**config.mk**
```make
export PLATFORM = sky130hd
export DESIGN_NAME = tpi_front
export DESIGN_NICKNAME = d
export VERILOG_FILES = /design/src/tpi_pkg.sv /design/src/tpi_front.sv
export SDC_FILE = /design/constraint.sdc
export NUM_CORES = 1
export LEC_CHECK = 0
export BUFFER_PORTS_ARGS = -buffer_cell sky130_fd_sc_hd__buf_2
export CAP_MARGIN = 20
export CELL_PAD_IN_SITES_DETAIL_PLACEMENT = 1
export CELL_PAD_IN_SITES_GLOBAL_PLACEMENT = 2
export CORE_UTILIZATION = 32
export DETAILED_ROUTE_END_ITERATION = 6
export PLACE_DENSITY_LB_ADDON = 0.05
export SKIP_CTS_REPAIR_TIMING = 1
export SYNTH_ARGS = -nofsm -noshare
export SYNTH_HDL_FRONTEND = slang
export SYNTH_SLANG_ARGS = --single-unit
```
**constraint.sdc**
```tcl
create_clock -name aclk -period 4.7 [get_ports aclk]
set_clock_uncertainty 0.1 [all_clocks]
set_input_delay 0 -clock aclk [delete_from_list [all_inputs] [get_ports aclk]]
set_output_delay 0 -clock aclk [all_outputs]
set_load 0.03 [all_outputs]
```
**src/tpi_pkg.sv**
```systemverilog
// ----------------------------------------------------------------------------
// Turtle path interpreter package
// Shared widths, reset values, command codes and handoff types.
// ----------------------------------------------------------------------------
package tpi_pkg;

    localparam int STACK_DEPTH_DEF  = 256;
    localparam int SINE_ENTRIES_DEF = 1024;

    localparam int POS_W  = 24;
    localparam int HEAD_W = 16;
    localparam int LEN_W  = 16;
    localparam int SYM_W  = 8;
    localparam int CFG_AW = 3;
    localparam int CFG_DW = 24;

    localparam logic signed [POS_W-1:0] POS_MAX = 24'sh7FFFFF;
    localparam logic signed [POS_W-1:0] POS_MIN = -24'sh800000;

    localparam logic signed [POS_W-1:0] START_X_RST   = 24'sd102400;
    localparam logic signed [POS_W-1:0] START_Y_RST   = 24'sd145920;
    localparam logic [HEAD_W-1:0]       HEADING_RST   = 16'd16384;
    localparam logic [LEN_W-1:0]        STEP_LEN_RST  = 16'd1792;
    localparam logic [HEAD_W-1:0]       TURN_STEP_RST = 16'd4551;

    localparam logic [HEAD_W-1:0] QUARTER_TURN = 16'd16384;

    localparam logic [SYM_W-1:0] SYM_MOVE  = 8'h46;  // F
    localparam logic [SYM_W-1:0] SYM_LEFT  = 8'h2B;  // +
    localparam logic [SYM_W-1:0] SYM_RIGHT = 8'h2D;  // -
    localparam logic [SYM_W-1:0] SYM_PUSH  = 8'h5B;  // [
    localparam logic [SYM_W-1:0] SYM_POP   = 8'h5D;  // ]

    typedef enum logic [CFG_AW-1:0] {
        CFG_START_X   = 3'd0,
        CFG_START_Y   = 3'd1,
        CFG_HEADING   = 3'd2,
        CFG_STEP_LEN  = 3'd3,
        CFG_TURN_STEP = 3'd4
    } cfg_idx_t;

    typedef enum logic [2:0] {
        OP_NONE,
        OP_MOVE,
        OP_LEFT,
        OP_RIGHT,
        OP_PUSH,
        OP_POP
    } op_t;

    typedef enum logic [1:0] {
        ST_DRAWN     = 2'd0,
        ST_OVERFLOW  = 2'd1,
        ST_UNDERFLOW = 2'd2
    } status_t;

    typedef enum logic [1:0] {
        EX_RUN,
        EX_MOVE,
        EX_POP
    } ex_state_t;

    typedef struct packed {
        op_t  op;
        logic first;
    } cmd_t;

    typedef struct packed {
        logic signed [POS_W-1:0] start_x;
        logic signed [POS_W-1:0] start_y;
        logic [HEAD_W-1:0]       heading;
        logic [LEN_W-1:0]        step_len;
        logic [HEAD_W-1:0]       turn_step;
    } cfg_t;

endpackage

```
**src/tpi_front.sv**
```systemverilog
// ----------------------------------------------------------------------------
// Turtle path interpreter front end
// Accepts symbol words, decodes them into commands and queues them for the
// execution stage in a two-entry queue.
// ----------------------------------------------------------------------------
module tpi_front
    import tpi_pkg::*;
(
    input  logic             aclk,
    input  logic             aresetn,
    input  logic             s_tvalid,
    output logic             s_tready,
    input  logic [SYM_W-1:0] s_tdata,   // [7:0] symbol
    input  logic [0:0]       s_tuser,   // [0] first_of_string
    output logic             q_valid,
    output cmd_t             q_cmd,
    input  logic             q_pop
);

    localparam int Q_DEPTH = 2;
    localparam int PTR_W   = $clog2(Q_DEPTH);
    localparam int CNT_W   = $clog2(Q_DEPTH + 1);

    cmd_t             q_mem_reg [Q_DEPTH];
    logic [PTR_W-1:0] wr_ptr_reg, wr_ptr_next;
    logic [PTR_W-1:0] rd_ptr_reg, rd_ptr_next;
    logic [CNT_W-1:0] count_reg, count_next;
    logic             push;
    cmd_t             cmd_in;

    function automatic op_t decode(input logic [SYM_W-1:0] sym);
        op_t op;
        unique case (sym)
            SYM_MOVE:  op = OP_MOVE;
            SYM_LEFT:  op = OP_LEFT;
            SYM_RIGHT: op = OP_RIGHT;
            SYM_PUSH:  op = OP_PUSH;
            SYM_POP:   op = OP_POP;
            default:   op = OP_NONE;
        endcase
        return op;
    endfunction

    assign s_tready     = (count_reg != CNT_W'(Q_DEPTH));
    assign push         = s_tvalid && s_tready;
    assign cmd_in.op    = decode(s_tdata);
    assign cmd_in.first = s_tuser[0];
    assign q_valid      = (count_reg != '0);
    assign q_cmd        = q_mem_reg[rd_ptr_reg];

    always_comb begin
        wr_ptr_next = push ? PTR_W'(wr_ptr_reg + 1'b1) : wr_ptr_reg;
        rd_ptr_next = q_pop ? PTR_W'(rd_ptr_reg + 1'b1) : rd_ptr_reg;
        count_next  = count_reg;
        if (push && !q_pop) begin
            count_next = CNT_W'(count_reg + 1'b1);
        end else if (!push && q_pop) begin
            count_next = CNT_W'(count_reg - 1'b1);
        end
    end

    always_ff @(posedge aclk) begin
        if (!aresetn) begin
            wr_ptr_reg <= '0;
            rd_ptr_reg <= '0;
            count_reg  <= '0;
        end else begin
            wr_ptr_reg <= wr_ptr_next;
            rd_ptr_reg <= rd_ptr_next;
            count_reg  <= count_next;
        end
    end

    always_ff @(posedge aclk) begin
        if (push) begin
            q_mem_reg[wr_ptr_reg] <= cmd_in;
        end
    end

endmodule

```
==> results of run 1 <==
-- path summary, 6_finish.rpt --
kind | startpoint | endpoint | slack [ns]
max reg2reg | count_reg[0] | count_reg[1] | 3.07
min reg2reg | count_reg[1] | count_reg[1] | 0.44
max | count_reg[0] | count_reg[1] | 3.07
min | s_tdata[5] | q_mem_reg[0][2] | 0.009
-- power by group through the flow --
| stage | clock (mW) | sequential [mW] | combinational, mW |
|---|---|---|---|
| final | 0.0651 | 0.145 | 0.0873 |
| after floorplan | 0 | 0.146 | 0.0626 |
| after CTS | 0.0692 | 0.146 | 0.0856 |
| after global placement | 0 | 0.148 | 0.0832 |
| after detailed placement | 0 | 0.148 | 0.0853 |
| after global routing | 0.0724 | 0.147 | 0.0951 |
-- cell usage in the layout, fill, tap and decap left out, drive strengths merged, types with 3 or more instances in the layout --
cell / count
buf: 18
clkbuf: 3
and2: 4
edfxtp: 8
mux2: 4
dfxtp: 5
nand2: 3
dlygate4sd3: 5
-- stage by stage --
stage	setup WS, ns	util [%]	hold slack [ns]	instances
finish	3.07	46.2	0.00883	101
global route	2.99	46.2	0.0175	101
CTS	3.05	43.4	-0.193	96
detailed placement	3.07	41.8	0.0983	92
global placement	3.11	41.8	0.0973	92
floorplan	3.08	-	-0.00113	49
-- metal layers --
layer,GRT usage [%],wire [um],vias up
met1,13.7,529,203
met3,3.57,44,0
met2,18.9,506,11
met4,7.27,0,0
li1,-,-,234
met5,0,0,-
-- critical path: stages (launching register included) --
cell	delay (ns)
dfxtp_1	0.35
nand2b_4	0.17
and2_1	0.16
ha_1	0.31
or3_1	0.35
a21boi_1	0.13
-- cell type report --
cell class                      instances  area, um2  area share [%]
Inverter                                2       7.51           0.930
Sequential cell                        13        340            42.2
Clock buffer                            3       22.5            2.79
Multi-Input combinational cell         34        260            32.2
Tap cell                               25       31.3            3.88
Timing Repair Buffer                   23        140            17.4
Clock inverter                          1       5.00           0.620
-- cells by family (layout without fill, tap and decap cells) --
family	after synthesis	in the layout	synth area share, %
flip-flops	13	13	56.0
multiplexers	4	4	7.41
AND/OR/NAND/NOR	19	19	20.0
buffers and inverters	2	29	1.24
AO/OA/AOI/OAI	6	6	7.61
adder cells (fa/ha/maj)	1	1	2.06
XOR/XNOR	4	4	5.76
-- synthesized netlist by cell type (2+ instances only) --
cell type / instances / area share, %
nor4_1: 2 / 2.1
edfxtp_1: 8 / 40
inv_1: 2 / 1.2
nand2_1: 3 / 1.9
xnor2_1: 2 / 2.9
and2_1: 4 / 4.1
mux2_2: 4 / 7.4
xor2_1: 2 / 2.9
dfxtp_1: 5 / 16
nand3b_1: 2 / 2.5
==> results by group, run 1 <==
Run status
  • Outcome: completed

Clocking
  • Clock root buffer: clkbuf_4
  • Worst skew pair latency: 0.27 ns
  • Num Clock Sinks: 13
  • CTS tree: yes
  • Clock buffer depth: 2
  • Worst-path clk slew: ~0.080 ns
  • H-tree levels: 1
  • Total CTS buffers: 3

Power
  • Clk network pwr share: 21.9%
  • Switching Power: around 91 uW
  • Worst vdd ir: 0.000172 V
  • Sequential power share: 48.8%
  • Sw frac: a little under a third
  • Comb pwr share: 29.3%
  • Int Power: roughly 210 uW
  • Leakage power: 0.333 nW
  • Pwr dens: ~370 mW/mm2
  • Overall power: approximately 300 uW

Global routing
  • GRT Total Usage: between 10% and 20%
  • Vias in the first global route: 420
  • Initial antenna violation count: 0
  • Largest net degree at the start of global routing: 9
  • Gr ovfl total: 0
  • First-pass GRT wire length: 1690 um

STA
  • Slew Limit Fails: 0
  • Setup_tns: 0 ns
  • Slew Limit Headroom: between 60% and 70%
  • Fmax: slightly above 600 MHz
  • Final setup viols: 0
  • Final hold viol count: 0
  • RSZ-0062 raised after global routing: no
  • Least-Margin Pin Slew: around 0.46 ns
  • Fin crit period: ~1.6 ns
  • Crit share post-route: roughly a third

Setup path
  • Reg2Reg Depth: 5
  • CP required: ~4.8 ns
  • Crit path DAT: about 1.7 ns
  • Crit Path Max Fanout: 5
  • CP endpoint kind: flip-flop
  • Crit path kind: reg -> reg
  • Startpoint types: flip-flop

Die
  • Die W: around 46 um
  • Cell row count: 15
  • Core box area: approximately 0.0017 mm2
  • Ports: 19
  • Starting density of the core: a little over a third
  • Die height: around 46 um
  • Die area: about 0.0021 mm2

Final layout
  • Area Growth Syn to Fin: 32.7%
  • Fraction of layout cells with a size suffix above 1: approximately two fifths
  • Largest register FFs: 8
  • Fin area: 807 um2
  • NumNets Final: 91
  • Fill count: around 210
  • Ant diodes: 0

Route
  • Vias per cell: approximately 4.4
  • Drt pass-1 iters: 4
  • DRC violations left: 0
  • Routed wire length: between 1000 and 1500 um
  • Routed Antenna Nets: 0
  • DR iter-0 viols: 11
  • Vias post-DR: ~450
  • DR WL/cell: approximately 11 um

Hold path
  • Worst Hold Class: in -> reg
  • Hold path depth: 3

Logic synthesis
  • Synth unique cells: 25
  • Synthesized area: 608 um2
  • Sequential fraction of the synthesis area: between 50% and 60%
  • Fraction of registers with async set/reset: 0%
  • EDFF count, synth: 8
  • Post-synthesis register bit count: 13
  • Yosys warnings: 0
  • Ys flop type: edfxtp_1
  • Post-Syn Nets: 63
  • Mapped Avg Cell Area: ~12 um2
  • Syn Inst Count: 49

Placement
  • Final Wtd Congestion: 0.693
  • Number of port buffers: 18
  • Dpl hpwl: 870 um
  • Placed Area: around 730 um2

Run
  • MaxCap Viol Count: 0
Note: power is estimated with default switching activity, not from simulation.
==> run 2: changes to the inputs <==
--- a/config.mk
+++ b/config.mk
@@ -5,11 +5,12 @@
 export SDC_FILE = /design/constraint.sdc
 export NUM_CORES = 1
 export LEC_CHECK = 0
+export ABC_AREA = 1
 export BUFFER_PORTS_ARGS = -buffer_cell sky130_fd_sc_hd__buf_2
 export CAP_MARGIN = 20
 export CELL_PAD_IN_SITES_DETAIL_PLACEMENT = 1
 export CELL_PAD_IN_SITES_GLOBAL_PLACEMENT = 2
-export CORE_UTILIZATION = 32
+export CORE_UTILIZATION = 25
 export DETAILED_ROUTE_END_ITERATION = 6
 export PLACE_DENSITY_LB_ADDON = 0.05
 export SKIP_CTS_REPAIR_TIMING = 1
==> constraint.sdc (replaced) <==
create_clock -name aclk -period 1.4 [get_ports aclk]
set_clock_uncertainty 0.1 [all_clocks]
set_input_delay 0 -clock aclk [delete_from_list [all_inputs] [get_ports aclk]]
set_output_delay 0 -clock aclk [all_outputs]
set_load 0.03 [all_outputs]
==> run 2 against run 1 <==
  * Largest power group unchanged
  * Critical path type unchanged
  * Hold slack better by 0.031 ns
  * Largest cell class unchanged
  * Clock-buffer cell count up 1
  * Core utilization down 8.3 points
==> results by group, run 2 <==
Final layout
  • Fill count: between 200 and 300
  • Fin area: about 870 um2
  • Area Growth Syn to Fin: 38.1%
  • NumNets Final: roughly 120
  • Ant diodes: 0
  • Multi-input gate area: roughly 260 um2
  • Commonest non-fill, non-tap cell in the layout: buf_2
  • Largest register FFs: 8
  • Commonest non-fill, non-tap cells in the layout: buf_2 (18), nor2_1 (15), inv_1 (10), nand2_1 (10), edfxtp_1 (8)
  • Fraction of layout cells with a size suffix above 1: between 40% and 50%
  • FF+latch area: around 340 um2

Placement
  • Number of port buffers: 18
  • Place WS: 0.0659 ns
  • Dpl hpwl: between 1000 and 1500 um
  • Placed Area: between 800 and 900 um2
  • Final Wtd Congestion: just under 0.7

Route
  • Routed wire length: about 1400 um
  • DRC violations left: 0
  • Routed Antenna Nets: 0
  • Drt pass-1 iters: 4
  • DR iter-0 viols: 4
  • Vias per cell: around 4.2
  • Vias post-DR: ~540
  • DR WL/cell: approximately 11 um

Clocking
  • Clock root buffer: clkbuf_4
  • Num Clock Sinks: 13
  • CTS tree: yes
  • Worst skew pair latency: 0.27 ns
  • Total CTS buffers: 3
  • H-tree levels: 1
  • Clock buffer depth: 2
  • Worst-path clk slew: about 0.080 ns

Hold path
  • Worst Hold Class: in -> reg

Run
  • MaxCap Viol Count: 0

STA
  • Setup_tns: 0 ns
  • Final hold viol count: 0
  • RSZ-0062 raised after global routing: no
  • Slew Limit Fails: 0
  • Fmax: about 800 MHz
  • Final worst setup slack: 0.115 ns
  • Final setup viols: 0
  • Slew Limit Headroom: 89.0%
  • Crit share post-route: 91.8%
  • Least-Margin Pin Slew: between 0.15 and 0.2 ns
  • Fin crit period: about 1.3 ns

Logic synthesis
  • Ys flop type: edfxtp_1
  • Post-synthesis register bit count: 13
  • Dominant cell type by area after synthesis: edfxtp_1
  • Post-Syn Nets: 83
  • Commonest cells in the netlist: nor2_1 (15), inv_1 (10), nand2_1 (10), edfxtp_1 (8), dfxtp_1 (5)
  • Sequential fraction of the synthesis area: between 50% and 60%
  • Synth unique cells: 19
  • Yosys top cell area share: 38.1%
  • Top-count cell post-synth: nor2_1
  • EDFF count, synth: 8
  • Synthesized area: 631 um2
  • Syn Inst Count: between 60 and 70
  • Leading post-synthesis cells by cell area: edfxtp_1 (38%), dfxtp_1 (16%), nor2_1 (8.9%), mux2_2 (7.1%), inv_1 (6.0%)
  • Fraction of registers with async set/reset: 0%
  • Mapped Avg Cell Area: ~9 um2
  • Yosys warnings: 0

Setup path
  • Startpoint types: flip-flop
  • Crit Path Max Fanout: 3
  • Crit path kind: reg -> reg
  • CP endpoint kind: flip-flop
  • Crit path DAT: 1.37 ns
  • CP required: about 1.5 ns

Global routing
  • Largest net degree at the start of global routing: 8
  • Gr ovfl total: 0
  • Vias in the first global route: 530
  • First-pass GRT wire length: 2290 um
  • Initial antenna violation count: 0
  • GRT Total Usage: 12.0%

Die
  • Die area: approximately 0.0027 mm2
  • Starting density of the core: ~27%
  • Die W: between 50 and 60 um
  • Ports: 19
  • Die height: about 52 um
  • Core box area: about 0.0023 mm2
  • Cell row count: 17

Power
  • Overall power: ~970 uW
  • Pwr dens: 1120 mW/mm2
  • Worst vdd ir: 0.000468 V
  • Leakage power: about 0.42 nW

Run status
  • Outcome: completed
run 2: power breakdown:
part	switching [mW]	internal (mW)
combinational	0.159	0.118
sequential	0.0198	0.443
clock	0.124	0.110
run 2: layer usage:
layer / global-route usage, % / vias up / share of wire, %
met5: 0 / - / 0
met4: 5.26 / 0 / 0.96
met3: 5.22 / 2 / 5.0
met2: 18.6 / 14 / 46
met1: 14.2 / 241 / 48
li1: - / 281 / -
run 2: final timing paths:
path	cells after the start	to	slack, ns	startpoint
worst max-delay path	10	count_reg[1]	0.12	count_reg[0]
worst min-delay path	4	q_mem_reg[0][1]	0.04	s_tdata[1]
worst max register to register	10	count_reg[1]	0.12	count_reg[0]
worst min register to register	2	wr_ptr_reg	0.42	wr_ptr_reg
run 2: per-stage QoR:
stage	utilization (%)	hold slack [ns]	std cells
global placement	34.9	0.0969	121
floorplan	-	-0.00113	69
finish	37.9	0.0400	128
global route	37.9	0.0427	128
CTS	36.0	-0.192	125
detailed placement	34.9	0.106	121
run 2: logic make-up after synthesis:
group | after synthesis | share of synthesized area (%)
fa+ha+maj | 1 | 1.98
simple gates | 36 | 27.2
compound gates | 3 | 2.38
buf+inv | 12 | 7.34
flops | 13 | 54.0
mux | 4 | 7.14
run 2: worst max-delay path: stages, from the launching register on:
cell and delay [ns]:
dfxtp_1 0.32, inv_2 0.08, nand2_4 0.05, nand2_4 0.06
clkinv_2 0.06, ha_4 0.27, inv_1 0.04, nand3_1 0.07
nand2_1 0.05, inv_1 0.05, nor2_1 0.04
run 2: final cells by class:
type	count	area share, %
Clock buffer	4	3.02
Inverter	12	5.32
Sequential cell	13	39.2
Multi-Input combinational cell	44	29.5
Timing Repair Buffer	27	19.0
Tap cell	28	4.02
==> run 3: changes to the inputs <==
--- a/config.mk
+++ b/config.mk
@@ -5,12 +5,11 @@
 export SDC_FILE = /design/constraint.sdc
 export NUM_CORES = 1
 export LEC_CHECK = 0
-export ABC_AREA = 1
 export BUFFER_PORTS_ARGS = -buffer_cell sky130_fd_sc_hd__buf_2
 export CAP_MARGIN = 20
 export CELL_PAD_IN_SITES_DETAIL_PLACEMENT = 1
 export CELL_PAD_IN_SITES_GLOBAL_PLACEMENT = 2
-export CORE_UTILIZATION = 25
+export CORE_UTILIZATION = 27
 export DETAILED_ROUTE_END_ITERATION = 6
 export PLACE_DENSITY_LB_ADDON = 0.05
 export SKIP_CTS_REPAIR_TIMING = 1
==> run 3 against run 2 <==
  * The run now ends with negative setup slack left
  * Core utilization increased by 3.6 points
  * Routed wire length is 16% lower
  * Maximum frequency fell by 13%
  * Final area down 2.7%
  * Sequential power increased by 4.3%
  * Setup slack worse by 0.19 ns
  * Critical path type unchanged
  * Largest power group unchanged
==> results by group, run 3 (synthesis gave the netlist of run 1 again) <==
Clocking
  • Total CTS buffers: 3
  • H-tree levels: 1
  • CTS tree: yes
  • Worst-path clk slew: approximately 0.080 ns
  • Num Clock Sinks: 13
  • Worst skew pair latency: around 0.27 ns
  • Clock buffer depth: 2
  • Clock root buffer: clkbuf_4

Power
  • Worst vdd ir: ~0.0006 V
  • Pwr dens: between 1000 and 1500 mW/mm2
  • Leakage power: 0.347 nW

STA
  • Slew Limit Headroom: 66.4%
  • RSZ-0062 raised after global routing: yes
  • Fmax: 680 MHz
  • Setup_tns: -0.0702 ns
  • Final worst setup slack: -0.0702 ns
  • Crit share post-route: 105%
  • Slew Limit Fails: 0
  • Final setup viols: 1
  • Final hold viol count: 0
  • Least-Margin Pin Slew: slightly below 0.5 ns
  • Fin crit period: around 1.5 ns
  • Hold WS: 0.0277 ns

Run
  • MaxCap Viol Count: 0

Placement
  • Final Wtd Congestion: 0.653
  • Dpl hpwl: roughly 940 um
  • Number of port buffers: 18

Run status
  • Failing checks: negative setup slack
  • Outcome: finished with violations

Setup path
  • Slowest cell delay on critical path: approximately 0.33 ns
  • Crit path kind: reg -> reg
  • R2R Path End: count_reg[1]
  • Worst reg-to-reg setup slack: -0.07 ns
  • Crit path DAT: between 1.5 and 2 ns
  • CP endpoint kind: flip-flop
  • Top delay family on crit path: simple AND/OR/NAND/NOR gates
  • Reg2Reg Depth: 6
  • CP Cell Sequence: nand2b_4 -> and2_4 -> ha_4 -> xor2_1 -> or3_1 -> a21boi_1
  • Crit Path Max Fanout: 2
  • Critical-path top delay cell: dfxtp_2
  • CP required: around 1.5 ns
  • Buffers and inverters on the worst path: 0
  • R2R Path Start: count_reg[0]
  • Startpoint types: flip-flop

Final layout
  • Fraction of layout cells with a size suffix above 1: between 40% and 50%
  • Largest register FFs: 8
  • Ant diodes: 0
  • Area Growth Syn to Fin: 39.3%
  • Commonest non-fill, non-tap cells in the layout: buf_2 (18), edfxtp_1 (8), dlygate4sd3_1 (5)
  • Fill count: about 250
  • NumNets Final: 94
  • Commonest non-fill, non-tap cell in the layout: buf_2

Route
  • DRC violations left: 0
  • Vias post-DR: slightly below 500
  • Vias per cell: ~4.5
  • Routed Antenna Nets: 0
  • Drt pass-1 iters: 2
  • Routed wire length: 1140 um
  • DR WL/cell: 10.7 um
  • DR iter-0 viols: 4

Die
  • Ports: 19
  • Starting density of the core: between 20% and 30%
  • Cell row count: 16
  • Die height: slightly below 50 um
  • Core box area: about 0.0020 mm2
  • Die W: roughly 50 um
  • Die area: approximately 0.0024 mm2

Hold path
  • Hold path depth: 3
  • Hold_sp: s_tdata[5]
  • Worst Hold Class: in -> reg
  • Worst Hold Path EP: q_mem_reg[0][2]

Global routing
  • Vias in the first global route: between 400 and 500
  • Initial antenna violation count: 0
  • Largest net degree at the start of global routing: 8
  • GRT Total Usage: between 9 and 10%
  • Gr ovfl total: 0
  • First-pass GRT wire length: approximately 1800 um
## run 3: cell count changes in the layout (fill, tap and decap cells not counted), moves of 3 or more
| cell | before | now |
|---|---|---|
| nor2_1 | 15 | 1 |
| inv_1 | 10 | 2 |
| nand2_1 | 10 | 3 |
| and2_1 | 0 | 3 |
| buf_4 | 6 | 3 |
| nand3_1 | 3 | 0 |
## run 3: through the flow
step	std cells	worst slack, ns	cell area [um2]	power (mW)	utilization, %
6_report	106	-0.0702	847	1.05	41.5
2_1_floorplan	49	-0.114	624	0.713	-
3_3_place_gp	97	-0.0244	771	0.823	37.7
4_1_cts	101	-0.0835	797	1.06	39.0
3_5_place_dp	97	-0.0606	771	0.829	37.7
5_1_grt	106	-0.128	847	1.11	41.5
## run 3: layer usage
metal	up-vias	share of wire (%)	global-route usage, %
li1	239	-	-
met5	-	0	0
met1	231	44	10.9
met2	12	51	17.1
met3	0	5.4	3.40
met4	0	0	2.86
## run 3: worst max-delay path by stage
stage,depth (start not counted),end,start
global placement,6,count_reg[1],count_reg[0]
global route,6,count_reg[1],count_reg[0]
detailed placement,6,count_reg[1],count_reg[0]
finish,6,count_reg[1],count_reg[0]
CTS,6,count_reg[1],count_reg[0]
floorplan,6,count_reg[1],count_reg[0]
## run 3: cell type report
cell class	instances	area [um2]	area share [%]
flip-flops and latches	13	342	40.3
well taps	27	33.8	3.99
repair buffers	26	163	19.2
inverters	2	7.51	0.886
multi-input cells	34	275	32.5
clock buffers	4	26.3	3.10
## run 3: where the power goes
group / internal, mW / switching, mW / leakage (nW)
Combinational: 0.167 / 0.177 / 0.216
Clock: 0.110 / 0.113 / 0.0150
Sequential: 0.459 / 0.0238 / 0.116
## run 3: worst register-to-register path, delay by kind of cell (launching register included)
kind | cells | cell delay (ns)
AOI/OAI and AO/OA | 1 | 0.12
xor gates and xnor gates | 1 | 0.14
DFF | 1 | 0.33
adders and majority gates | 1 | 0.15
and+or+nand+nor | 3 | 0.57
